File: src/design/detection_head_decode_defines.svh
// assertion macros shared by the detection head decoder
`ifndef DETECTION_HEAD_DECODE_DEFINES_SVH
`define DETECTION_HEAD_DECODE_DEFINES_SVH

// same-cycle implication, sampled on i_clk, off during reset
`define DHD_ASSERT_NOW(lbl, ante, cons) \
    lbl: assert property (@(posedge i_clk) disable iff (!i_rst_n) (ante) |-> (cons)) \
        else $error("detection_head_decode: assertion failed");

// next-cycle implication, sampled on i_clk, off during reset
`define DHD_ASSERT_NEXT(lbl, ante, cons) \
    lbl: assert property (@(posedge i_clk) disable iff (!i_rst_n) (ante) |=> (cons)) \
        else $error("detection_head_decode: assertion failed");

`endif

File: src/design/dhd_pkg.sv
// types and constants of the detection head decoder
`timescale 1ns / 1ps

package dhd_pkg;

    localparam int FRACTION_BITS_DEF = 16;
    localparam int MAX_CLASSES_DEF   = 255;

    localparam int VALUE_W    = 32;
    localparam int ANCHOR_W   = 16;
    localparam int LABEL_W    = 8;
    localparam int SCORE_W    = 31;
    localparam int EDGE_W     = 30;
    localparam int SCALE_W    = 24;
    localparam int SIZE_W     = 14;
    localparam int THRESH_W   = 17;
    localparam int POS_W      = 9;
    localparam int BOX_VALUES = 4;

    localparam int QUEUE_DEPTH = 2;
    localparam int QCNT_W      = $clog2(QUEUE_DEPTH + 1);

    localparam int CFG_INDEX_W = 3;
    localparam int CFG_DATA_W  = 24;

    typedef enum logic [CFG_INDEX_W-1:0] {
        CFG_X_SCALE,
        CFG_Y_SCALE,
        CFG_IMAGE_WIDTH,
        CFG_IMAGE_HEIGHT,
        CFG_SCORE_THRESHOLD,
        CFG_NUM_CLASSES,
        CFG_NUM_ANCHORS
    } t_cfg_index;

    localparam logic [SCALE_W-1:0]  RST_X_SCALE         = 24'd65536;
    localparam logic [SCALE_W-1:0]  RST_Y_SCALE         = 24'd65536;
    localparam logic [SIZE_W-1:0]   RST_IMAGE_WIDTH     = 14'd640;
    localparam logic [SIZE_W-1:0]   RST_IMAGE_HEIGHT    = 14'd640;
    localparam logic [THRESH_W-1:0] RST_SCORE_THRESHOLD = 17'd16384;
    localparam logic [LABEL_W-1:0]  RST_NUM_CLASSES     = 8'd80;
    localparam logic [ANCHOR_W-1:0] RST_NUM_ANCHORS     = 16'd8400;

    // settings seen by the front
    typedef struct packed {
        logic [THRESH_W-1:0] score_threshold;
        logic [LABEL_W-1:0]  num_classes;
        logic [ANCHOR_W-1:0] num_anchors;
    } t_front_cfg;

    // settings seen by the back
    typedef struct packed {
        logic [SCALE_W-1:0] x_scale;
        logic [SCALE_W-1:0] y_scale;
        logic [SIZE_W-1:0]  image_width;
        logic [SIZE_W-1:0]  image_height;
    } t_geom_cfg;

    // one closed row that passed the threshold
    typedef struct packed {
        logic [ANCHOR_W-1:0] anchor;
        logic [LABEL_W-1:0]  label;
        logic [SCORE_W-1:0]  score;
        logic [VALUE_W-1:0]  cx;
        logic [VALUE_W-1:0]  cy;
        logic [VALUE_W-1:0]  w;
        logic [VALUE_W-1:0]  h;
    } t_job;

    typedef struct packed {
        logic [ANCHOR_W-1:0] anchor;
        logic [LABEL_W-1:0]  label;
        logic [SCORE_W-1:0]  score;
        logic [EDGE_W-1:0]   left;
        logic [EDGE_W-1:0]   top;
        logic [EDGE_W-1:0]   box_width;
        logic [EDGE_W-1:0]   box_height;
    } t_result;

    typedef struct packed {
        logic              full;
        logic [QCNT_W-1:0] count;
    } t_queue_status;

endpackage

File: src/design/dhd_queue.sv
// short job queue between front and back
`timescale 1ns / 1ps

module dhd_queue import dhd_pkg::*; (
    input  logic          i_clk,
    input  logic          i_rst_n,
    input  logic          i_push,
    input  t_job          i_job,
    input  logic          i_pop,
    output logic          o_valid,
    output t_job          o_job,
    output t_queue_status o_status
);

    localparam int PTR_W = (QUEUE_DEPTH > 1) ? $clog2(QUEUE_DEPTH) : 1;

    t_job              r_mem [QUEUE_DEPTH];
    logic [PTR_W-1:0]  r_wr, n_wr;
    logic [PTR_W-1:0]  r_rd, n_rd;
    logic [QCNT_W-1:0] r_count, n_count;

    function automatic logic [PTR_W-1:0] ptr_inc(input logic [PTR_W-1:0] p);
        return (p == PTR_W'(QUEUE_DEPTH - 1)) ? '0 : p + PTR_W'(1);
    endfunction

    assign o_valid        = r_count != '0;
    assign o_job          = r_mem[r_rd];
    assign o_status.full  = r_count == QCNT_W'(QUEUE_DEPTH);
    assign o_status.count = r_count;

    always_comb begin
        n_wr    = i_push ? ptr_inc(r_wr) : r_wr;
        n_rd    = i_pop ? ptr_inc(r_rd) : r_rd;
        n_count = r_count;
        if (i_push && !i_pop) begin
            n_count = r_count + QCNT_W'(1);
        end else if (i_pop && !i_push) begin
            n_count = r_count - QCNT_W'(1);
        end
    end

    always_ff @(posedge i_clk) begin
        if (!i_rst_n) begin
            r_wr    <= '0;
            r_rd    <= '0;
            r_count <= '0;
        end else begin
            r_wr    <= n_wr;
            r_rd    <= n_rd;
            r_count <= n_count;
        end
    end

    always_ff @(posedge i_clk) begin
        if (i_push) begin
            r_mem[r_wr] <= i_job;
        end
    end

endmodule

File: config.mk
export PLATFORM = sky130hd
export DESIGN_NAME = dhd_queue
export DESIGN_NICKNAME = d
export VERILOG_FILES = /design/src/design/detection_head_decode_defines.svh /design/src/design/dhd_pkg.sv /design/src/design/dhd_queue.sv
export SDC_FILE = /design/constraint.sdc
export NUM_CORES = 1
export LEC_CHECK = 0
export BUFFER_PORTS_ARGS = -buffer_cell sky130_fd_sc_hd__buf_2
export CAP_MARGIN = 0
export CORE_MARGIN = 2
export CORE_UTILIZATION = 56
export DETAILED_ROUTE_END_ITERATION = 10
export PLACE_DENSITY = 0.85
export SLEW_MARGIN = 0
export SYNTH_ARGS = -nofsm -noshare
export SYNTH_HDL_FRONTEND = slang
export SYNTH_SLANG_ARGS = --single-unit
File: constraint.sdc
create_clock -name i_clk -period 17.2 [get_ports i_clk]
set_input_delay 0.86 -clock i_clk [delete_from_list [all_inputs] [get_ports i_clk]]
set_output_delay 0.86 -clock i_clk [all_outputs]
set_load 0.01 [all_outputs]
==> results of run 1 <==
==> stage by stage <==
stage	setup slack, ns	total power [W]	hold slack [ns]	util (%)	cell area [um^2]
floorplan	7.66	0.00120	0.517	-	13500
global placement	13.81	0.00127	0.493	66.2	15600
detailed placement	13.78	0.00128	0.507	66.2	15600
CTS	13.61	0.00201	0.521	71.0	16700
global route	13.49	0.00206	0.524	71.0	16700
finish	13.62	0.00199	0.530	71.0	16700
==> state kept, by name (all words and copies together) (netlist names), named ones only <==
register	cells
r_wr	1
r_mem	366
r_rd	1
r_count	2
==> where the power goes <==
group / switching [W] / internal, W
Sequential: 0.0000151 / 0.00105
Clock: 0.000308 / 0.000423
Combinational: 0.000105 / 0.0000925
Total: 0.000428 / 0.00156
==> worst paths after layout <==
check,startpoint,end,slack (ns),cells after the start
worst max-delay path,register,o_job[74],13.62,3
worst min-delay path,r_count[1],r_count[1],0.53,2
worst max register to register,r_wr,r_mem[0][153],14.51,2
worst min register to register,r_count[1],r_count[1],0.53,2
==> area by class of cell <==
class	instances	area (um^2)	area share, %
Multi-Input combinational cell	199	2190	13.1
Sequential cell	371	11100	66.4
Clock inverter	18	116	0.696
Timing Repair Buffer	379	1910	11.4
Clock buffer	47	993	5.94
Inverter	1	3.75	0.0225
Tap cell	319	399	2.39
Antenna cell	4	10.0	0.0599
==> routing by layer <==
metal  track usage (%)  vias up  wire, um  share of wire [%]
met3              6.62       68      2390                8.9
met2              35.9      341     13800                 51
met4              9.09        4      1010                3.8
met5                 0        -        23              0.085
li1                  -     3160         -                  -
met1              23.8     3450      9680                 36
==> worst max-delay path, cell delays in order, from the launching register on <==
cell and delay (ns):
dfxtp_4 0.72, buf_4 0.84, mux2_2 0.45, buf_2 0.15
==> kinds of logic (layout without fill, tap and decap cells) <==
logic type,count (synthesis),after routing
other cells,0,4
compound gates,3,3
xor+xnor,3,3
buf+inv,21,445
flops,371,371
mux,183,183
simple gates,9,9
fa+ha+maj,1,1
==> placed cells by master (no fill, tap or decap) <==
master      count
o21ai_0         1
clkbuf_8        3
mux2_2        183
dfxtp_4         1
nor2b_1         2
inv_1           1
clkbuf_16      37
and2_4          1
or3_1           1
and2_1          3
a21boi_1        1
nor2b_4         1
clkinv_4        1
dfxtp_1         4
o21a_1          1
buf_2         373
or2_2           1
buf_4           6
bufinv_16       1
clkbuf_1        7
clkinv_2       11
edfxtp_1      366
ha_1            1
diode_2         4
clkinvlp_4      1
xor2_1          2
xnor2_1         1
clkinv_1        4
==> impl_metrics.tcl, run 1 <==
set metrics [dict create \
    synth_top_flop_cell "edfxtp_1" \
    hpwl_mm 17.5 \
    syn_area_um2 13500 \
    num_rows 56 \
    cts_hold_buf 0 \
    hold_class "register to register" \
    synthXorXnorAreaFrac_pct 0.195 \
    fill_cells 1446 \
    track_usage_pct 20.7 \
    ant_nets 0 \
    drt_iter0_markers 473 \
    cts_resized 0 \
    tritoncts "yes" \
    hold_viol 0 \
    status "complete, no violations" \
    tightestPinTransition_ns 1.22 \
    path_clk_slew_ns 0.06 \
    grt-ovfl-total 0 \
    synth_top_family_by_area "multiplexers" \
    worstSetupPathType "register to output port" \
    power_density_nw_per_um2 119 \
    cp-end-kind "output port" \
    grt_pass1_wl_mm 40.2 \
    arrival_ns 2.72 \
    synth_seq_cells 371 \
    antenna_found_initial 6 \
    setup_viol 0 \
    slew_violations 0 \
    syn_area_per_cell_um2 22.8 \
    synthAdderAreaFrac_pct 0.0928 \
    synth-edff-count 366 \
    post_cts_buffers 0 \
    via_per_inst 5.25 \
    area_growth_pct 23.9 \
    path_max_fanout 74 \
    synth_compound_area_share_pct 0.148 \
    drive_above_1_share_pct 61.1 \
    num-nets-final 1177 \
    drc_errors 0 \
    first_pass_iters 5 \
    num_vias 7023 \
    dieHeight_um 159 \
    clock_sinks 371 \
    synth_cell_types 16 \
    synth_area_leader_cell "edfxtp_1" \
    drv_cap 0 \
    tns_ns 0 \
    synthCells 591 \
    gp_congestion 0.769 \
    h-tree-depth 2 \
    io_buffers 373 \
    synth.area.mux_share_pct 15.3 \
    yosys.area_share.simple_pct 0.417 \
    synth_top_area_share_pct 81.5 \
    p_leak_nw 6.28 \
    io_pins 374 \
    core_area_um2 23500 \
    cts_buffer_depth 3 \
    cp.required_ns 16.34 \
    wl_per_cell_um 20.1 \
    grt_max_degree 79 \
    synth_warnings 0 \
    cts_buffers 37 \
    die_width_um 159 \
    cts.root.buffer_cell "clkbuf_16" \
    period_share_pct 20.8 \
    ys_seq_area_share_pct 82.2 \
    routed_wirelength_mm 26.9 \
    fmax_ghz 0.279 \
    skew_ns 0.0106 \
    async_flop_share_pct 0 \
    placed_cells 1269 \
    rsz0062_at_grt "false" \
    final_cells 1338 \
    die_area_um2 25300 \
    start_kind "register" \
    finalCriticalPeriod_ns 3.58 \
    yosysMostFrequentCell "edfxtp_1" \
    worstSkewPairLatency_ns 0.49 \
    initial_core_util_pct 57.3 \
    vdd_drop_max_mv 0.109 \
    synth_commonest_cells "edfxtp_1, mux2_2, buf_6" \
    syn-num-nets 779 \
    grt_pass1_vias 7269 \
    slew_headroom_pct 18.2 \
    ys_top_cells_by_area "edfxtp_1, mux2_2, buf_6" \
]
Note: power is estimated with default switching activity, not from simulation.
==> run 2, diff against run 1 <==
--- a/config.mk
+++ b/config.mk
@@ -5,12 +5,13 @@
 export SDC_FILE = /design/constraint.sdc
 export NUM_CORES = 1
 export LEC_CHECK = 0
+export ABC_AREA = 1
 export BUFFER_PORTS_ARGS = -buffer_cell sky130_fd_sc_hd__buf_2
 export CAP_MARGIN = 0
 export CORE_MARGIN = 2
-export CORE_UTILIZATION = 56
+export CORE_UTILIZATION = 47
 export DETAILED_ROUTE_END_ITERATION = 10
-export PLACE_DENSITY = 0.85
+export PLACE_DENSITY = 0.76
 export SLEW_MARGIN = 0
 export SYNTH_ARGS = -nofsm -noshare
 export SYNTH_HDL_FRONTEND = slang
==> constraint.sdc (replaced) <==
create_clock -name i_clk -period 3.09 [get_ports i_clk]
set_input_delay 0.1545 -clock i_clk [delete_from_list [all_inputs] [get_ports i_clk]]
set_output_delay 0.1545 -clock i_clk [all_outputs]
set_load 0.01 [all_outputs]
==> run 2 against run 1 <==
Critical path depth unchanged. Cell count grew 20%. Hold slack got worse by 0.47 ns. Core utilization fell by 4.7 points. Register-to-register slack got worse by 13 ns. Total power rose to 5.7 times the previous value. Global-route usage decreased by 0.31 points. Highest routed layer is now met4.
==> impl_metrics.tcl, run 2 <==
set metrics [dict create \
    synth-edff-count 366 \
    grt_max_degree 93 \
    die_area_um2 30100 \
    skew_ns 0.00794 \
    synthCells 604 \
    placed_cells 1360 \
    dieHeight_um 173 \
    async_flop_share_pct 0 \
    drv_cap 0 \
    crit_chain "buf_4 > mux2_2 > buf_2" \
    gp_congestion 0.760 \
    worstSetupPathType "register to output port" \
    cts_buffer_depth 3 \
    area_growth_pct 39.7 \
    ys_top_cells_by_area "edfxtp_1, mux2_2, buf_6" \
    slew_violations 0 \
    top_regs "r_mem: 366 flops, r_count: 2 flops" \
    io_pins 374 \
    die_width_um 173 \
    grt_pass1_wl_mm 47.6 \
    num_vias 7924 \
    cts.root.buffer_cell "clkbuf_16" \
    drt_iter0_markers 459 \
    slew_headroom_pct 43.8 \
    final_cells 1612 \
    finalCriticalPeriod_ns 2.45 \
    hold_class "input pin to register" \
    synth_top_area_share_pct 81.4 \
    synth_warnings 0 \
    period_share_pct 79.2 \
    clock_sinks 371 \
    hold_viol 0 \
    hpwl_mm 17.8 \
    cp_num_buf_inv 2 \
    drc_errors 0 \
    power_density_nw_per_um2 603 \
    cp.required_ns 2.94 \
    antenna_found_initial 1 \
    syn_area_per_cell_um2 22.3 \
    crit_family "flip-flops" \
    core_area_um2 28500 \
    layout_common_cells "buf_2, edfxtp_1, dlygate4sd3_1" \
    syn-num-nets 792 \
    largest_register "r_mem" \
    synth_top_flop_cell "edfxtp_1" \
    synth_commonest_cells "edfxtp_1, mux2_2, buf_6" \
    grt-ovfl-total 0 \
    largest_reg_flops 366 \
    h-tree-depth 2 \
    setup_viol 0 \
    start_kind "register" \
    io_buffers 373 \
    dpl_cell_area_um2 15900 \
    tightestPinTransition_ns 0.841 \
    synth_area_leader_cell "edfxtp_1" \
    via_per_inst 4.92 \
    synth_cell_types 13 \
    final_cell_area_um2 18900 \
    pre_cts_slack_ns 1.14 \
    setup_ws_ns 0.643 \
    p_leak_nw 7.17 \
    cp-end-kind "output port" \
    yosysMostFrequentCell "edfxtp_1" \
    worstSkewPairLatency_ns 0.50 \
    num_rows 62 \
    drive_above_1_share_pct 51.0 \
    cts_resized 0 \
    post_cts_buffers 0 \
    tns_ns 0 \
    cpPeakStageDelay_ns 0.87 \
    grt_pass1_vias 8662 \
    layout_commonest_cell "buf_2" \
    total_power_w 0.0114 \
    path_max_fanout 52 \
    cts_buffers 37 \
    initial_core_util_pct 47.4 \
    first_pass_iters 5 \
    track_usage_pct 20.4 \
    fmax_ghz 0.409 \
    arrival_ns 2.29 \
    vdd_drop_max_mv 0.591 \
    synth_seq_cells 371 \
    status "complete, no violations" \
    path_clk_slew_ns 0.06 \
    num-nets-final 1390 \
    cp_slowest_cell "dfxtp_4" \
    routed_wirelength_mm 31.3 \
    rrSetupSlack_ns 1.36 \
    ys_seq_area_share_pct 82.2 \
    syn_area_um2 13500 \
    wl_per_cell_um 19.4 \
    rsz0062_at_grt "false" \
    ant_nets 0 \
    tritoncts "yes" \
]
run 2: cell count changes in the layout (fill, tap and decap cells not counted), sizes merged, moves of 4 or more:
cell         previous run  this run
buf                   379       392
and2                    4         0
nand2                   0         9
inv                     1         9
nor2                    0         8
dlygate4sd3             0       187
clkinv                 16        12
run 2: area by class of cell:
cell class | instances | area (um^2)
Antenna cell | 1 | 2.50
Tap cell | 384 | 480
Sequential cell | 371 | 11100
Clock inverter | 17 | 161
Inverter | 8 | 33.8
Fill cell | 1874 | 9610
Timing Repair Buffer | 579 | 3960
Multi-Input combinational cell | 205 | 2170
Clock buffer | 47 | 963
run 2: kinds of logic after synthesis:
logic type,Yosys count,share of synthesized area (%)
adders and majority gates,1,0.0927
DFF,371,82.2
muxes,183,15.3
buffers and inverters,28,1.84
and+or+nand+nor,19,0.556
AOI/OAI and AO/OA,2,0.0741
run 2: routing by layer:
layer  wire [um]  global-route usage [%]
met5           0                       0
met4         958                    6.85
met3        2700                    6.38
met2       16100                    36.2
met1       11500                    23.6
run 2: worst paths after layout:
kind            start    endpoint  cells after the start
max          register  o_job[152]                      3
min            i_push  r_count[0]                      3
max reg2reg      r_wr        r_wr                      5
min reg2reg      r_rd    register                      2
run 2: through the flow:
step	utilization (%)	hold slack [ns]
finish	66.3	0.0592
global route	66.3	0.0875
floorplan	-	0.253
detailed placement	55.7	0.346
CTS	66.2	0.0441
global placement	55.7	0.342
run 2: what timing repair did:
action	CTS	global route
hold buffers	187	0
endpoints found under the setup margin	0	0
hold endpoints to repair	371	0
run 2: power breakdown:
group          internal [W]  leakage [nW]  total, W  switching, W
Sequential          0.00583          3.48   0.00592     0.0000904
Combinational      0.000635          3.14   0.00124      0.000605
Clock               0.00246         0.548   0.00421       0.00175
Total               0.00892          7.17    0.0114       0.00245
run 2: worst register-to-register path, delay by kind of cell (launching register included):
kind | cells | cell delay [ns]
flip-flops | 1 | 0.36
buffers and inverters | 2 | 1.08
AND/OR/NAND/NOR | 3 | 0.17
==> run 3, diff against run 2 <==
--- a/config.mk
+++ b/config.mk
@@ -5,13 +5,13 @@
 export SDC_FILE = /design/constraint.sdc
 export NUM_CORES = 1
 export LEC_CHECK = 0
-export ABC_AREA = 1
+export ABC_AREA = 0
 export BUFFER_PORTS_ARGS = -buffer_cell sky130_fd_sc_hd__buf_2
 export CAP_MARGIN = 0
 export CORE_MARGIN = 2
-export CORE_UTILIZATION = 47
+export CORE_UTILIZATION = 52
 export DETAILED_ROUTE_END_ITERATION = 10
-export PLACE_DENSITY = 0.76
+export PLACE_DENSITY = 0.79
 export SLEW_MARGIN = 0
 export SYNTH_ARGS = -nofsm -noshare
 export SYNTH_HDL_FRONTEND = slang
==> constraint.sdc (replaced) <==
create_clock -name i_clk -period 2.3 [get_ports i_clk]
set_input_delay 0.115 -clock i_clk [delete_from_list [all_inputs] [get_ports i_clk]]
set_output_delay 0.115 -clock i_clk [all_outputs]
set_load 0.01 [all_outputs]
==> run 3 against run 2 <==
Routed wire length fell by 2.0%. Setup slack worse by 0.34 ns. Flip-flop and latch count unchanged. Critical endpoint is now o_job[126]. Combinational power is 48% higher. Via count is 1.6% lower. Sequential power is 34% higher. Clock skew rose by 0.0088 ns. Global-route usage is 1.1 points higher. Total power grew 39%.
==> impl_metrics.tcl, run 3 (synthesized netlist as in run 1, its figures left out) <==
set metrics [dict create \
    initial_core_util_pct 53.3 \
    io_buffers 373 \
    top_regs "r_mem: 366 flops, r_count: 2 flops" \
    num_rows 58 \
    clock_sinks 371 \
    gp_congestion 0.778 \
    path_max_fanout 34 \
    cts_hold_buf 186 \
    worstSetupPathType "register to output port" \
    antenna_found_initial 3 \
    drc_errors 0 \
    cp-end-kind "output port" \
    cts.root.buffer_cell "clkbuf_16" \
    hpwl_mm 17.5 \
    final_util_pct 74.5 \
    grt_max_degree 106 \
    p_leak_nw 7.17 \
    fmax_ghz 0.501 \
    cts_resized 0 \
    power_density_nw_per_um2 836 \
    num_vias 7797 \
    drv_cap 0 \
    crit_family "buffers and inverters" \
    vdd_drop_max_mv 0.839 \
    skew_ns 0.0167 \
    crit_chain "buf_12 > buf_4 > mux2_2 > buf_2" \
    grt_pass1_vias 8331 \
    routed_wirelength_mm 30.6 \
    dieHeight_um 165 \
    layout_commonest_cell "buf_2" \
    area_growth_pct 39.9 \
    start_kind "register" \
    tightestPinTransition_ns 0.618 \
    rsz0062_at_grt "false" \
    cp.required_ns 2.18 \
    cpPeakStageDelay_ns 0.38 \
    setup_viol 0 \
    largest_register "r_mem" \
    cts_buffers 38 \
    largest_reg_flops 366 \
    post_cts_buffers 0 \
    fill_cells 1419 \
    first_pass_iters 4 \
    tritoncts "yes" \
    die_area_um2 27200 \
    track_usage_pct 21.5 \
    via_per_inst 5.04 \
    ant_nets 0 \
    layout_common_cells "buf_2, edfxtp_1, dlygate4sd3_1" \
    worstSkewPairLatency_ns 0.50 \
    drive_above_1_share_pct 51.6 \
    tns_ns 0 \
    cp_slowest_cell "mux2_2" \
    die_width_um 165 \
    grt_pass1_wl_mm 44.3 \
    path_clk_slew_ns 0.06 \
    grt-ovfl-total 0 \
    num-nets-final 1372 \
    slew_headroom_pct 58.8 \
    hold_class "input pin to register" \
    slew_violations 0 \
    hold_viol 0 \
    whs_ns 0.329 \
    io_pins 374 \
    h-tree-depth 2 \
    wl_per_cell_um 19.8 \
    period_share_pct 86.9 \
    finalCriticalPeriod_ns 2.00 \
    status "complete, no violations" \
    core_area_um2 25300 \
    drt_iter0_markers 524 \
    cp_num_buf_inv 3 \
    arrival_ns 1.88 \
    cts_buffer_depth 3 \
]
run 3: layer usage:
layer / up-vias / share of wire [%] / wire length (um) / GRT usage [%]
met5: - / 0 / 0 / 0
met4: 0 / 3.4 / 1050 / 8.42
met3: 74 / 7.8 / 2400 / 5.82
met2: 359 / 52 / 16000 / 38.6
met1: 3810 / 36 / 11200 / 24.4
li1: 3554 / - / - / -
run 3: final cells by class:
type | count | area, um^2 | area share, %
timing repair buffer | 573 | 3930 | 20.8
sequential | 371 | 11100 | 58.8
multi-input combinational | 199 | 2190 | 11.6
tap | 330 | 413 | 2.19
clock inverter | 17 | 159 | 0.842
clock buffer | 53 | 1070 | 5.68
inverter | 1 | 3.75 | 0.0199
antenna | 3 | 7.51 | 0.0398
run 3: worst register-to-register path, delay by kind of cell (launching register included):
kind	cells	cell delay, ns
DFF	1	0.36
and+or+nand+nor	1	0.37
buffers and inverters	1	0.37
run 3: where the power goes:
group          total (W)  leakage, nW  switching (W)  internal, W
clock network    0.00602        0.601        0.00242      0.00360
logic            0.00184         3.10       0.000896     0.000940
registers        0.00791         3.48      0.0000906      0.00782
total             0.0158         7.17        0.00340       0.0124
run 3: worst paths after layout:
path | startpoint | end | slack (ns) | cells after the start
worst max-delay path | register | o_job[126] | 0.30 | 4
worst min-delay path | i_job[146] | r_mem[1][146] | 0.33 | 2
worst max register to register | r_wr | r_mem[1][72] | 0.75 | 2
worst min register to register | r_count[1] | r_count[1] | 0.52 | 2
run 3: stage by stage:
stage,worst slack [ns],cells,power [W],cell area (um^2)
after detailed placement,0.788,1288,0.00960,15800
after global routing,0.225,1547,0.0163,18900
after CTS,0.282,1544,0.0158,18900
final,0.302,1547,0.0158,18900
after global placement,0.811,1288,0.00955,15800
after floorplan,-1.16,591,0.00893,13500
