**config.mk**
```make
export PLATFORM = sky130hd
export DESIGN_NAME = dhd_front
export DESIGN_NICKNAME = d
export VERILOG_FILES = /design/src/design/detection_head_decode_defines.svh /design/src/design/dhd_pkg.sv /design/src/design/dhd_front.sv
export SDC_FILE = /design/constraint.sdc
export NUM_CORES = 1
export LEC_CHECK = 0
export BUFFER_PORTS_ARGS = -buffer_cell sky130_fd_sc_hd__buf_2
export CAP_MARGIN = 20
export CORE_MARGIN = 1
export CORE_UTILIZATION = 49
export DETAILED_ROUTE_END_ITERATION = 16
export GPL_TIMING_DRIVEN = 0
export PLACE_DENSITY = 0.78
export SYNTH_ARGS = -nofsm -noshare
export SYNTH_HDL_FRONTEND = slang
export SYNTH_SLANG_ARGS = --single-unit
```
**constraint.sdc**
```tcl
create_clock -name i_clk -period 10.7 [get_ports i_clk]
set_input_delay 2.14 -clock i_clk [delete_from_list [all_inputs] [get_ports i_clk]]
set_output_delay 2.14 -clock i_clk [all_outputs]
set_load 0.02 [all_outputs]
```
**src/design/detection_head_decode_defines.svh**
```systemverilog
// assertion macros shared by the detection head decoder
`ifndef DETECTION_HEAD_DECODE_DEFINES_SVH
`define DETECTION_HEAD_DECODE_DEFINES_SVH

// same-cycle implication, sampled on i_clk, off during reset
`define DHD_ASSERT_NOW(lbl, ante, cons) \
    lbl: assert property (@(posedge i_clk) disable iff (!i_rst_n) (ante) |-> (cons)) \
        else $error("detection_head_decode: assertion failed");

// next-cycle implication, sampled on i_clk, off during reset
`define DHD_ASSERT_NEXT(lbl, ante, cons) \
    lbl: assert property (@(posedge i_clk) disable iff (!i_rst_n) (ante) |=> (cons)) \
        else $error("detection_head_decode: assertion failed");

`endif

```
**src/design/dhd_pkg.sv**
```systemverilog
// types and constants of the detection head decoder
`timescale 1ns / 1ps

package dhd_pkg;

    localparam int FRACTION_BITS_DEF = 16;
    localparam int MAX_CLASSES_DEF   = 255;

    localparam int VALUE_W    = 32;
    localparam int ANCHOR_W   = 16;
    localparam int LABEL_W    = 8;
    localparam int SCORE_W    = 31;
    localparam int EDGE_W     = 30;
    localparam int SCALE_W    = 24;
    localparam int SIZE_W     = 14;
    localparam int THRESH_W   = 17;
    localparam int POS_W      = 9;
    localparam int BOX_VALUES = 4;

    localparam int QUEUE_DEPTH = 2;
    localparam int QCNT_W      = $clog2(QUEUE_DEPTH + 1);

    localparam int CFG_INDEX_W = 3;
    localparam int CFG_DATA_W  = 24;

    typedef enum logic [CFG_INDEX_W-1:0] {
        CFG_X_SCALE,
        CFG_Y_SCALE,
        CFG_IMAGE_WIDTH,
        CFG_IMAGE_HEIGHT,
        CFG_SCORE_THRESHOLD,
        CFG_NUM_CLASSES,
        CFG_NUM_ANCHORS
    } t_cfg_index;

    localparam logic [SCALE_W-1:0]  RST_X_SCALE         = 24'd65536;
    localparam logic [SCALE_W-1:0]  RST_Y_SCALE         = 24'd65536;
    localparam logic [SIZE_W-1:0]   RST_IMAGE_WIDTH     = 14'd640;
    localparam logic [SIZE_W-1:0]   RST_IMAGE_HEIGHT    = 14'd640;
    localparam logic [THRESH_W-1:0] RST_SCORE_THRESHOLD = 17'd16384;
    localparam logic [LABEL_W-1:0]  RST_NUM_CLASSES     = 8'd80;
    localparam logic [ANCHOR_W-1:0] RST_NUM_ANCHORS     = 16'd8400;

    // settings seen by the front
    typedef struct packed {
        logic [THRESH_W-1:0] score_threshold;
        logic [LABEL_W-1:0]  num_classes;
        logic [ANCHOR_W-1:0] num_anchors;
    } t_front_cfg;

    // settings seen by the back
    typedef struct packed {
        logic [SCALE_W-1:0] x_scale;
        logic [SCALE_W-1:0] y_scale;
        logic [SIZE_W-1:0]  image_width;
        logic [SIZE_W-1:0]  image_height;
    } t_geom_cfg;

    // one closed row that passed the threshold
    typedef struct packed {
        logic [ANCHOR_W-1:0] anchor;
        logic [LABEL_W-1:0]  label;
        logic [SCORE_W-1:0]  score;
        logic [VALUE_W-1:0]  cx;
        logic [VALUE_W-1:0]  cy;
        logic [VALUE_W-1:0]  w;
        logic [VALUE_W-1:0]  h;
    } t_job;

    typedef struct packed {
        logic [ANCHOR_W-1:0] anchor;
        logic [LABEL_W-1:0]  label;
        logic [SCORE_W-1:0]  score;
        logic [EDGE_W-1:0]   left;
        logic [EDGE_W-1:0]   top;
        logic [EDGE_W-1:0]   box_width;
        logic [EDGE_W-1:0]   box_height;
    } t_result;

    typedef struct packed {
        logic              full;
        logic [QCNT_W-1:0] count;
    } t_queue_status;

endpackage

```
**src/design/dhd_front.sv**
```systemverilog
// front: row position tracking, box capture, running arg-max and threshold test
`timescale 1ns / 1ps

module dhd_front import dhd_pkg::*; #(
    parameter int MAX_CLASSES = MAX_CLASSES_DEF
) (
    input  logic               i_clk,
    input  logic               i_rst_n,
    input  t_front_cfg         i_cfg,
    input  logic               i_valid,
    input  logic [VALUE_W-1:0] i_value,
    input  logic               i_queue_full,
    output logic               o_stall,
    output logic               o_push,
    output t_job               o_job
);

    localparam logic [LABEL_W-1:0] MAX_CLS = LABEL_W'(MAX_CLASSES);

    logic [POS_W-1:0]    r_pos, n_pos;
    logic [ANCHOR_W-1:0] r_anchor, n_anchor;
    logic [VALUE_W-1:0]  r_box [BOX_VALUES];
    logic [VALUE_W-1:0]  r_best, n_best;
    logic [LABEL_W-1:0]  r_label, n_label;

    logic [LABEL_W-1:0] w_classes;
    logic [POS_W-1:0]   w_last;
    logic [POS_W-1:0]   w_pos_eff;
    logic [LABEL_W-1:0] w_cls;
    logic               w_accept;
    logic               w_in_box;
    logic               w_take;
    logic               w_close;

    assign o_stall  = i_queue_full;
    assign w_accept = i_valid && !i_queue_full;
    assign w_in_box = r_pos < POS_W'(BOX_VALUES);

    always_comb begin
        if (i_cfg.num_classes == '0) begin
            w_classes = LABEL_W'(1);
        end else if (i_cfg.num_classes > MAX_CLS) begin
            w_classes = MAX_CLS;
        end else begin
            w_classes = i_cfg.num_classes;
        end
    end

    assign w_last    = POS_W'(BOX_VALUES - 1) + {1'b0, w_classes};
    // a row shortened mid-way closes on the next score
    assign w_pos_eff = (r_pos > w_last) ? w_last : r_pos;
    assign w_cls     = LABEL_W'(w_pos_eff - POS_W'(BOX_VALUES));
    assign w_take    = (w_cls == '0) || ($signed(i_value) > $signed(r_best));
    assign w_close   = w_accept && !w_in_box && (w_pos_eff == w_last);

    always_comb begin
        n_best   = w_take ? i_value : r_best;
        n_label  = w_take ? w_cls : r_label;
        n_pos    = r_pos;
        n_anchor = r_anchor;
        if (w_accept) begin
            if (w_in_box) begin
                n_pos = r_pos + POS_W'(1);
            end else if (w_pos_eff != w_last) begin
                n_pos = w_pos_eff + POS_W'(1);
            end else begin
                n_pos = '0;
                if (({1'b0, r_anchor} + (ANCHOR_W+1)'(1)) >= {1'b0, i_cfg.num_anchors}) begin
                    n_anchor = '0;
                end else begin
                    n_anchor = r_anchor + ANCHOR_W'(1);
                end
            end
        end
    end

    assign o_push = w_close &&
                    ($signed(n_best) > $signed({{(VALUE_W-THRESH_W){1'b0}},
                                                i_cfg.score_threshold}));

    always_comb begin
        o_job.anchor = r_anchor;
        o_job.label  = n_label;
        o_job.score  = n_best[SCORE_W-1:0];
        o_job.cx     = r_box[0];
        o_job.cy     = r_box[1];
        o_job.w      = r_box[2];
        o_job.h      = r_box[3];
    end

    always_ff @(posedge i_clk) begin
        if (!i_rst_n) begin
            r_pos    <= '0;
            r_anchor <= '0;
        end else begin
            r_pos    <= n_pos;
            r_anchor <= n_anchor;
        end
    end

    always_ff @(posedge i_clk) begin
        if (w_accept && w_in_box) begin
            r_box[r_pos[1:0]] <= i_value;
        end
        if (w_accept && !w_in_box) begin
            r_best  <= n_best;
            r_label <= n_label;
        end
    end

endmodule

```
==> results of run 1 <==
[critical path: cells and delay by family]
kind                     cells  cell delay [ns]
XOR/XNOR                     1             0.24
AO/OA/AOI/OAI               12             2.00
multiplexers                 2             0.48
AND/OR/NAND/NOR              5             1.03
buffers and inverters       11             1.37
adder cells (fa/ha/maj)      4             0.93
[per-layer routing]
| layer | part of all wire [%] | GRT usage, % | vias up | routed length, um |
|---|---|---|---|---|
| met1 | 41 | 30.1 | 3651 | 10600 |
| met2 | 49 | 41.0 | 343 | 12800 |
| met5 | 0 | 0 | - | 0 |
| met4 | 1.5 | 6.35 | 0 | 399 |
| li1 | - | - | 3613 | - |
| met3 | 8.3 | 6.52 | 33 | 2150 |
[cells in the mapped netlist (3+ instances only)]
cell type  count  share of area, %
xor2_1        15               1.3
nand4_1       17               1.0
o21ai_0       27               1.3
or3_1          6              0.37
nand2_1       47               1.7
nor2b_1       13              0.79
nor2_1        30               1.1
a21oi_1       34               1.7
a21boi_0       6              0.44
nand4b_1       5              0.43
a22oi_1        4              0.29
nand3_1       20              0.97
o21a_1         4              0.29
buf_4         34               2.5
xnor2_1       26               2.2
nor3_1        15              0.73
ha_1          85                10
edfxtp_1     168                49
a211oi_1       7              0.51
mux2i_1        7              0.68
nor4_1        14              0.85
mux2_4        38               5.5
buf_2          3              0.15
o21ai_1        6              0.29
o2111ai_1      6              0.51
clkbuf_1      10              0.37
dfxtp_1       25               4.9
and3_1        13              0.79
buf_12         4              0.78
nor3b_1        4              0.29
o211ai_1       6              0.44
inv_1         84               3.1
a21o_1         6              0.44
[metrics by stage]
step / total power [uW] / setup slack (ns) / hold slack [ns] / instance area [sq um] / util, %
after floorplan: 975 / 0.245 / 0.513 / 10300 / -
after global routing: 1740 / -0.0292 / 0.549 / 12900 / 63.3
after CTS: 1680 / 0.0104 / 0.508 / 12700 / 62.1
after global placement: 1040 / -0.963 / 0.485 / 11900 / 58.3
final: 1680 / 0.307 / 0.508 / 12900 / 63.3
after detailed placement: 1050 / -1.05 / 0.496 / 12000 / 58.5
[path summary, 6_finish.rpt]
| path | cells past startpoint | startpoint | slack [ns] | end |
|---|---|---|---|---|
| worst min register to register | 2 | r_anchor[14] | 0.51 | r_anchor[14] |
| worst max register to register | 17 | r_anchor[0] | 6.45 | r_anchor[10] |
| worst max-delay path | 35 | i_cfg[21] | 0.31 | o_push |
| worst min-delay path | 2 | r_anchor[14] | 0.51 | r_anchor[14] |
[cell families after synthesis]
logic type,Yosys count,share of synthesized area [%]
compound gates,126,8.39
xor+xnor,43,3.93
fa+ha+maj,85,10.3
buf+inv,135,6.84
flops,193,53.9
mux,48,6.67
simple gates,195,9.89
[state kept, by name (all words and copies together), names as in the netlist]
signal,count
r_anchor,16
r_best,32
r_box,128
r_label,8
r_pos,9
[placed cells by master (no fill, tap or decap), drive strengths merged, types with 6 or more instances in the layout]
cell type	instances
a211oi	9
a21boi	7
a21o	6
a21oi	35
and3	13
buf	325
clkbuf	28
clkinv	7
dfxtp	25
edfxtp	168
ha	85
inv	91
mux2	40
mux2i	8
nand2	47
nand3	20
nand4	17
nor2	30
nor2b	13
nor3	17
nor4	14
o2111ai	6
o211ai	7
o21ai	34
or3	6
xnor2	26
xor2	15
[power by group through the flow]
stage | clock network (uW) | logic, uW | registers [uW]
after global placement | 0 | 193 | 848
final | 636 | 216 | 831
after detailed placement | 0 | 198 | 848
after global routing | 672 | 234 | 831
after floorplan | 0 | 116 | 858
after CTS | 644 | 206 | 831
[cell type report]
type | instances | area (sq um)
inverters | 84 | 315
plain buffers | 51 | 403
repair buffers | 284 | 1520
flip-flops and latches | 193 | 5550
multi-input cells | 497 | 4210
well taps | 270 | 338
clock inverters | 14 | 165
clock buffers | 18 | 429
fillers | 1545 | 7500
[timing repair]
item | CTS | global route
gates resized for setup | 15 | 21
gates cloned | 0 | 0
pin swaps | 9 | 13
setup buffers | 9 | 13
endpoints found under the setup margin | 1 | 1
==> flow_metrics.env, run 1 <==
export IMPL_peakVddDrop_v=0.0000984
export IMPL_grt_pass1_wl_um=40000
export IMPL_power_switching_uw=444
export IMPL_die_width_um=147
export IMPL_die_y_um=147
export IMPL_clockBufferDepth=2
export IMPL_rows=52
export IMPL_drc=0
export IMPL_start_util_pct=50.3
export IMPL_seq_power_share_pct=49.4
export IMPL_fp_dieArea_sq_um=21600
export IMPL_drt_iter0_drc=511
export IMPL_syn_inst=825
export IMPL_required_ns=8.56
export IMPL_syn_nets=987
export IMPL_switching_share_pct=26.4
export IMPL_crit_type="primary input to output pin"
export IMPL_clkSinkCount=193
export IMPL_synth_seq_cells=193
export IMPL_ys_warn_count=0
export IMPL_slew_headroom_pct=35.8
export IMPL_power_density_nw_per_um2=130
export IMPL_ant_nets=0
export IMPL_ios=262
export IMPL_clk_latency_ns=0.44
export IMPL_p_int_uw=1240
export IMPL_dr_pass1_iters=5
export IMPL_diodes=0
export IMPL_wl_per_cell_um=18.4
export IMPL_vias=7640
export IMPL_fin_crit_sh_pct=97.1
export IMPL_cts_hold_buf=0
export IMPL_fin_setup_tns_ns=0
export IMPL_drt_vias_per_instance=5.41
export IMPL_area_growth_pct=25.7
export IMPL_dpl_hpwl_um=18400
export IMPL_netlist_area_sq_um=10300
export IMPL_synth_distinct_cells=58
export IMPL_drive_gt1_share_pct=38.1
export IMPL_core_area_sq_um=20400
export IMPL_grt_util_all_layers_pct=24.1
export IMPL_end_kind="output pin"
export IMPL_max_cap_violations=0
export IMPL_status="finished clean"
export IMPL_hold_viol=0
export IMPL_cp_max_fo=10
export IMPL_hold_class="register to register"
export IMPL_synth_edff_count=168
export IMPL_numCtsBuffers=17
export IMPL_ys_flop_type="edfxtp_1"
export IMPL_cts_tree="built"
export IMPL_gp_congestion=0.882
export IMPL_ys_async_sr_fraction_pct=0
export IMPL_fin_crit_ns=10.39
export IMPL_combPwrFrac_pct=12.9
export IMPL_htree_levels=4
export IMPL_overflow=0
export IMPL_cp_arrival_ns=8.25
export IMPL_nets=1290
export IMPL_instances_no_fill=1411
export IMPL_tightest_slew_ns=0.964
export IMPL_dp_cells=1356
export IMPL_place_port_buffers=259
export IMPL_synth_area_per_cell_sq_um=12.5
export IMPL_grt_pass1_vias=7382
export IMPL_cts_root_buf="clkbuf_16"
export IMPL_cpPeakStageDelay_ns=0.38
export IMPL_p_leak_uw=0.00555
export IMPL_slew_viol_final=0
export IMPL_fmax_mhz=96.2
export IMPL_wl_um=26000
export IMPL_fin_worst_skew_ns=0.0128
export IMPL_setup_viol=0
export IMPL_clkPwrFrac_pct=37.8
export IMPL_cp_slowest_cell="a2111oi_4"
export IMPL_grt_max_degree=34
export IMPL_antenna_found_initial=0
export IMPL_synth_seq_area_share_pct=53.9
export IMPL_start_kind="primary input"
export IMPL_cts_clk_slew_worst_paths_ns=0.07
No activity file was read; power rests on OpenSTA's default activity.
==> inputs of run 2 (changes only) <==
--- a/config.mk
+++ b/config.mk
@@ -7,11 +7,12 @@
 export LEC_CHECK = 0
 export BUFFER_PORTS_ARGS = -buffer_cell sky130_fd_sc_hd__buf_2
 export CAP_MARGIN = 20
+export CORE_ASPECT_RATIO = 1.2
 export CORE_MARGIN = 1
-export CORE_UTILIZATION = 49
+export CORE_UTILIZATION = 58
 export DETAILED_ROUTE_END_ITERATION = 16
 export GPL_TIMING_DRIVEN = 0
-export PLACE_DENSITY = 0.78
+export PLACE_DENSITY = 0.86
 export SYNTH_ARGS = -nofsm -noshare
 export SYNTH_HDL_FRONTEND = slang
 export SYNTH_SLANG_ARGS = --single-unit
==> constraint.sdc (replaced) <==
create_clock -name i_clk -period 12.4 [get_ports i_clk]
set_input_delay 2.48 -clock i_clk [delete_from_list [all_inputs] [get_ports i_clk]]
set_output_delay 2.48 -clock i_clk [all_outputs]
set_load 0.02 [all_outputs]
==> flow_metrics.env, run 2 (synthesis results as in run 1) <==
export IMPL_status="finished clean"
export IMPL_start_util_pct=60.1
export IMPL_clkSinkCount=193
export IMPL_fin_crit_sh_pct=96.1
export IMPL_cp_max_fo=10
export IMPL_grt_pass1_wl_um=39500
export IMPL_p_leak_uw=0.00545
export IMPL_max_cap_violations=0
export IMPL_cp_slowest_cell="a2111oi_4"
export IMPL_die_y_um=148
export IMPL_drc=0
export IMPL_place_port_buffers=259
export IMPL_cts_tree="built"
export IMPL_cts_hold_buf=0
export IMPL_vias=7706
export IMPL_wl_met2_um=13800
export IMPL_wl_met3_um=1330
export IMPL_grt_util_all_layers_pct=29.0
export IMPL_r2r_end="r_anchor[15]"
export IMPL_wl_per_cell_um=19.7
export IMPL_largest_reg_flops=128
export IMPL_slew_viol_final=0
export IMPL_fillers=1081
export IMPL_clk_latency_ns=0.45
export IMPL_fmax_mhz=84.0
export IMPL_core_area_sq_um=17100
export IMPL_antenna_found_initial=0
export IMPL_nets=1270
export IMPL_area_growth_pct=22.5
export IMPL_overflow=0
export IMPL_ant_nets=0
export IMPL_hold_class="register to register"
export IMPL_r2r_cells=17
export IMPL_tightest_slew_ns=1.03
export IMPL_holdPathStages=2
export IMPL_rows=52
export IMPL_final_cell_area_sq_um=12600
export IMPL_cts_clk_slew_worst_paths_ns=0.07
export IMPL_crit_type="primary input to output pin"
export IMPL_wl_um=26300
export IMPL_rr_startpoint="r_anchor[0]"
export IMPL_crit_top_cell="ha_1"
export IMPL_cts_root_buf="clkbuf_16"
export IMPL_peakVddDrop_v=0.0000905
export IMPL_cp_arrival_ns=9.43
export IMPL_fp_dieArea_sq_um=18300
export IMPL_dr_pass1_iters=5
export IMPL_diodes=0
export IMPL_power_density_nw_per_um2=116
export IMPL_htree_levels=4
export IMPL_drt_iter0_drc=494
export IMPL_drive_gt1_share_pct=35.6
export IMPL_numCtsBuffers=17
export IMPL_grt_max_degree=34
export IMPL_fin_crit_ns=11.91
export IMPL_clockBufferDepth=2
export IMPL_rrSetupSlack_ns=7.96
export IMPL_min_from="r_anchor[14]"
export IMPL_ios=262
export IMPL_grt_pass1_vias=7464
export IMPL_p_total_uw=1470
export IMPL_gp_congestion=0.939
export IMPL_wl_met1_um=10400
export IMPL_dpl_hpwl_um=19400
export IMPL_slew_headroom_pct=31.6
export IMPL_setup_viol=0
export IMPL_required_ns=9.92
export IMPL_drt_vias_per_instance=5.76
export IMPL_post_dp_cell_area_sq_um=11900
export IMPL_hold_viol=0
export IMPL_start_kind="primary input"
export IMPL_rsz0062_at_grt="no"
export IMPL_final_cell_mix="buf_2, edfxtp_1, ha_1, inv_1, nand2_1"
export IMPL_end_kind="output pin"
export IMPL_cpPeakStageDelay_ns=0.36
export IMPL_hold_path_endpoint="r_anchor[14]"
export IMPL_layout_commonest_cell="buf_2"
export IMPL_top_layer="met4"
export IMPL_fin_worst_skew_ns=0.0120
export IMPL_die_width_um=124
==> run 2: cell count changes in the layout (fill, tap and decap cells not counted), moves of 3 or more <==
| cell | change |
|---|---|
| ha_1 | +6 |
| ha_4 | -6 |
| a21oi_1 | +3 |
| inv_2 | -3 |
| inv_1 | +3 |
| inv_8 | -3 |
| buf_4 | -20 |
==> run 2: worst max-delay path by stage <==
| stage | start | to | slack, ns | cells past startpoint |
|---|---|---|---|---|
| final | i_cfg[18] | o_push | 0.49 | 35 |
| after global routing | i_cfg[18] | o_push | 0.03 | 35 |
| after CTS | i_cfg[18] | o_push | 0.04 | 34 |
| after detailed placement | i_cfg[18] | o_push | -0.13 | 33 |
| after global placement | i_cfg[18] | o_push | 0.07 | 34 |
| after floorplan | i_cfg[18] | o_push | 1.26 | 32 |
==> run 2: cell type report <==
type                       count  area [sq um]  area share [%]
buffer                        51           389            3.09
clock buffer                  17           425            3.38
clock inverter                15           195            1.55
inverter                      84           315            2.50
multi-input combinational    497          4080            32.4
sequential                   193          5550            44.0
tap                          216           270            2.15
timing repair buffer         264          1370            10.9
==> run 2: power by group <==
group	internal (uW)	total [uW]	leakage [uW]	switching, uW
combinational	75.6	179	0.00343	103
clock	307	570	0.000299	263
sequential	714	717	0.00172	2.37
total	1100	1470	0.00545	369
==> run 2: worst max-delay path, delay by kind of cell <==
family | cells | cell delay, ns
adder cells (fa/ha/maj) | 4 | 1.25
multiplexers | 2 | 0.42
XOR/XNOR | 1 | 0.25
AO/OA/AOI/OAI | 14 | 2.57
buffers and inverters | 9 | 1.45
AND/OR/NAND/NOR | 5 | 1.01
==> run 2: what timing repair did <==
action / 4_1_cts / 5_1_grt
setup buffers: 0 / 1
resized for setup: 2 / 7
pin swaps: 0 / 1
hold endpoints to repair: 0 / 0
endpoints found under the setup margin: 1 / 1
==> run 2: stage by stage <==
step	instances	setup slack [ns]	TNS, ns	hold slack, ns	util (%)
floorplan	825	1.26	0	0.513	-
global placement	1300	0.0731	0	0.486	69.2
detailed placement	1303	-0.130	-0.130	0.499	69.6
CTS	1335	0.0427	0	0.510	73.2
global route	1337	0.0277	0	0.537	73.6
finish	1337	0.489	0	0.515	73.6
==> run 2: metal layers <==
metal | vias up | GRT usage, %
met1 | 3759 | 34.3
met4 | 0 | 13.4
met3 | 59 | 3.59
li1 | 3560 | -
met2 | 328 | 51.6
met5 | - | 0
==> inputs of run 3 (changes only) <==
--- a/config.mk
+++ b/config.mk
@@ -9,10 +9,9 @@
 export CAP_MARGIN = 20
 export CORE_ASPECT_RATIO = 1.2
 export CORE_MARGIN = 1
-export CORE_UTILIZATION = 58
+export CORE_UTILIZATION = 30
 export DETAILED_ROUTE_END_ITERATION = 16
 export GPL_TIMING_DRIVEN = 0
-export PLACE_DENSITY = 0.86
 export SYNTH_ARGS = -nofsm -noshare
 export SYNTH_HDL_FRONTEND = slang
 export SYNTH_SLANG_ARGS = --single-unit
==> flow_metrics.env, run 3 (synthesis results as in run 1) <==
export IMPL_end_kind="output pin"
export IMPL_vias=7302
export IMPL_crit_top_cell="ha_1"
export IMPL_fin_crit_ns=11.87
export IMPL_fin_crit_sh_pct=95.8
export IMPL_cp_arrival_ns=9.39
export IMPL_cts_tree="built"
export IMPL_wl_met2_um=13600
export IMPL_fin_setup_tns_ns=0
export IMPL_die_width_um=171
export IMPL_start_kind="primary input"
export IMPL_final_cell_mix="buf_2, edfxtp_1, ha_1, inv_1, nand2_1"
export IMPL_max_cap_violations=0
export IMPL_drt_iter0_drc=408
export IMPL_final_cell_area_sq_um=12900
export IMPL_fp_dieArea_sq_um=35000
export IMPL_ant_nets=0
export IMPL_overflow=0
export IMPL_slew_viol_final=0
export IMPL_ios=262
export IMPL_seq_power_share_pct=50.7
export IMPL_htree_levels=4
export IMPL_grt_pass1_vias=7119
export IMPL_area_growth_pct=25.1
export IMPL_largest_reg_flops=128
export IMPL_holdPathStages=2
export IMPL_p_total_uw=1410
export IMPL_diodes=0
export IMPL_cts_clk_slew_worst_paths_ns=0.07
export IMPL_fillers=3312
export IMPL_hold_viol=0
export IMPL_layout_commonest_cell="buf_2"
export IMPL_rows=73
export IMPL_tightest_slew_ns=1.01
export IMPL_dr_pass1_iters=5
export IMPL_rsz0062_at_grt="no"
export IMPL_wl_met1_um=11500
export IMPL_final_util_pct=38.5
export IMPL_numCtsBuffers=17
export IMPL_slew_headroom_pct=31.7
export IMPL_switching_share_pct=25.6
export IMPL_min_from="r_anchor[15]"
export IMPL_grt_util_all_layers_pct=15.2
export IMPL_die_y_um=205
export IMPL_p_int_uw=1050
export IMPL_antenna_found_initial=0
export IMPL_core_area_sq_um=33400
export IMPL_r2r_cells=16
export IMPL_clk_latency_ns=0.45
export IMPL_power_switching_uw=361
export IMPL_r2r_end="r_anchor[14]"
export IMPL_place_port_buffers=259
export IMPL_drt_vias_per_instance=4.64
export IMPL_grt_pass1_wl_um=40000
export IMPL_cts_hold_buf=0
export IMPL_drc=0
export IMPL_start_util_pct=30.8
export IMPL_cp_slowest_cell="a2111oi_4"
export IMPL_seqCellArea_sq_um=5550
export IMPL_setup_viol=0
export IMPL_power_density_nw_per_um2=110
export IMPL_nets=1272
export IMPL_combPwrFrac_pct=12.4
export IMPL_required_ns=9.92
export IMPL_wl_met3_um=1380
export IMPL_p_leak_uw=0.00543
export IMPL_cts_root_buf="clkbuf_16"
export IMPL_fmax_mhz=84.2
export IMPL_peakVddDrop_v=0.0000959
export IMPL_rrSetupSlack_ns=7.70
export IMPL_clkPwrFrac_pct=36.8
export IMPL_wl_um=26800
export IMPL_drive_gt1_share_pct=35.5
export IMPL_hold_class="register to register"
export IMPL_rr_startpoint="r_anchor[0]"
export IMPL_cpPeakStageDelay_ns=0.36
export IMPL_hold_path_endpoint="r_anchor[15]"
export IMPL_crit_type="primary input to output pin"
export IMPL_wl_per_cell_um=17.0
export IMPL_fin_worst_skew_ns=0.0125
export IMPL_clkSinkCount=193
export IMPL_multi_input_area_sq_um=4080
export IMPL_dpl_hpwl_um=20500
export IMPL_post_dp_cell_area_sq_um=12300
export IMPL_gp_congestion=0.858
export IMPL_cp_max_fo=10
export IMPL_grt_max_degree=31
export IMPL_status="finished clean"
export IMPL_top_layer="met4"
export IMPL_clockBufferDepth=2
[run 3: changes by cell type in the layout (fill, tap and decap cells not counted)]
| cell | delta |
|---|---|
| buf_12 | +3 |
| nor4_2 | -1 |
| clkinv_4 | -1 |
| buf_2 | -1 |
| nor4_1 | +1 |
| clkinv_8 | -2 |
| nor2_2 | -1 |
| clkinvlp_4 | +3 |
| bufinv_16 | -2 |
| clkinv_2 | +2 |
| nor2_1 | +1 |
[run 3: how the worst max path moves through the flow]
stage	from	endpoint	slack [ns]	depth (start not counted)
after floorplan	i_cfg[18]	o_push	1.26	32
final	i_cfg[18]	o_push	0.53	34
after detailed placement	i_cfg[18]	o_push	-0.003	33
after global routing	i_cfg[18]	o_push	0.01	35
after CTS	i_cfg[18]	o_push	0.10	33
after global placement	i_cfg[18]	o_push	0.04	34
[run 3: what timing repair did]
item,CTS,global route
cloned,0,0
pin swaps,0,1
endpoints found under the setup margin,1,1
resized for setup,1,6
buffers inserted,0,1
[run 3: critical path: cells and delay by family]
| kind | cells | cell delay, ns |
|---|---|---|
| AO/OA/AOI/OAI | 15 | 2.74 |
| AND/OR/NAND/NOR | 4 | 0.93 |
| adder cells (fa/ha/maj) | 4 | 1.22 |
| XOR/XNOR | 1 | 0.26 |
| multiplexers | 2 | 0.44 |
| buffers and inverters | 8 | 1.27 |
[run 3: metal layers]
metal  vias to the layer above  global-route usage [%]
li1                       3576                       -
met1                      3473                    18.1
met2                       230                    27.3
met3                        23                    2.88
met4                         0                    4.85
met5                         -                       0
[run 3: final cells by class]
cell class / instances / area share, %
Buffer: 51 / 3.03
Clock inverter: 15 / 0.983
Clock buffer: 17 / 3.31
Inverter: 84 / 2.45
Timing Repair Buffer: 266 / 11.1
Sequential cell: 193 / 43.1
Tap cell: 450 / 4.38
Multi-Input combinational cell: 497 / 31.7
[run 3: through the flow]
stage | instances | hold slack (ns) | setup WS, ns
detailed placement | 1540 | 0.514 | -0.00292
finish | 1573 | 0.517 | 0.526
CTS | 1572 | 0.525 | 0.103
global route | 1573 | 0.551 | 0.0145
global placement | 1534 | 0.499 | 0.0398
floorplan | 825 | 0.513 | 1.26
[run 3: power by group through the flow]
| stage | Combinational, uW | Clock, uW | Sequential, uW |
|---|---|---|---|
| 6_report | 175 | 520 | 716 |
| 5_1_grt | 192 | 555 | 717 |
| 3_3_place_gp | 172 | 0 | 732 |
| 2_1_floorplan | 100 | 0 | 741 |
| 3_5_place_dp | 175 | 0 | 731 |
| 4_1_cts | 176 | 537 | 716 |
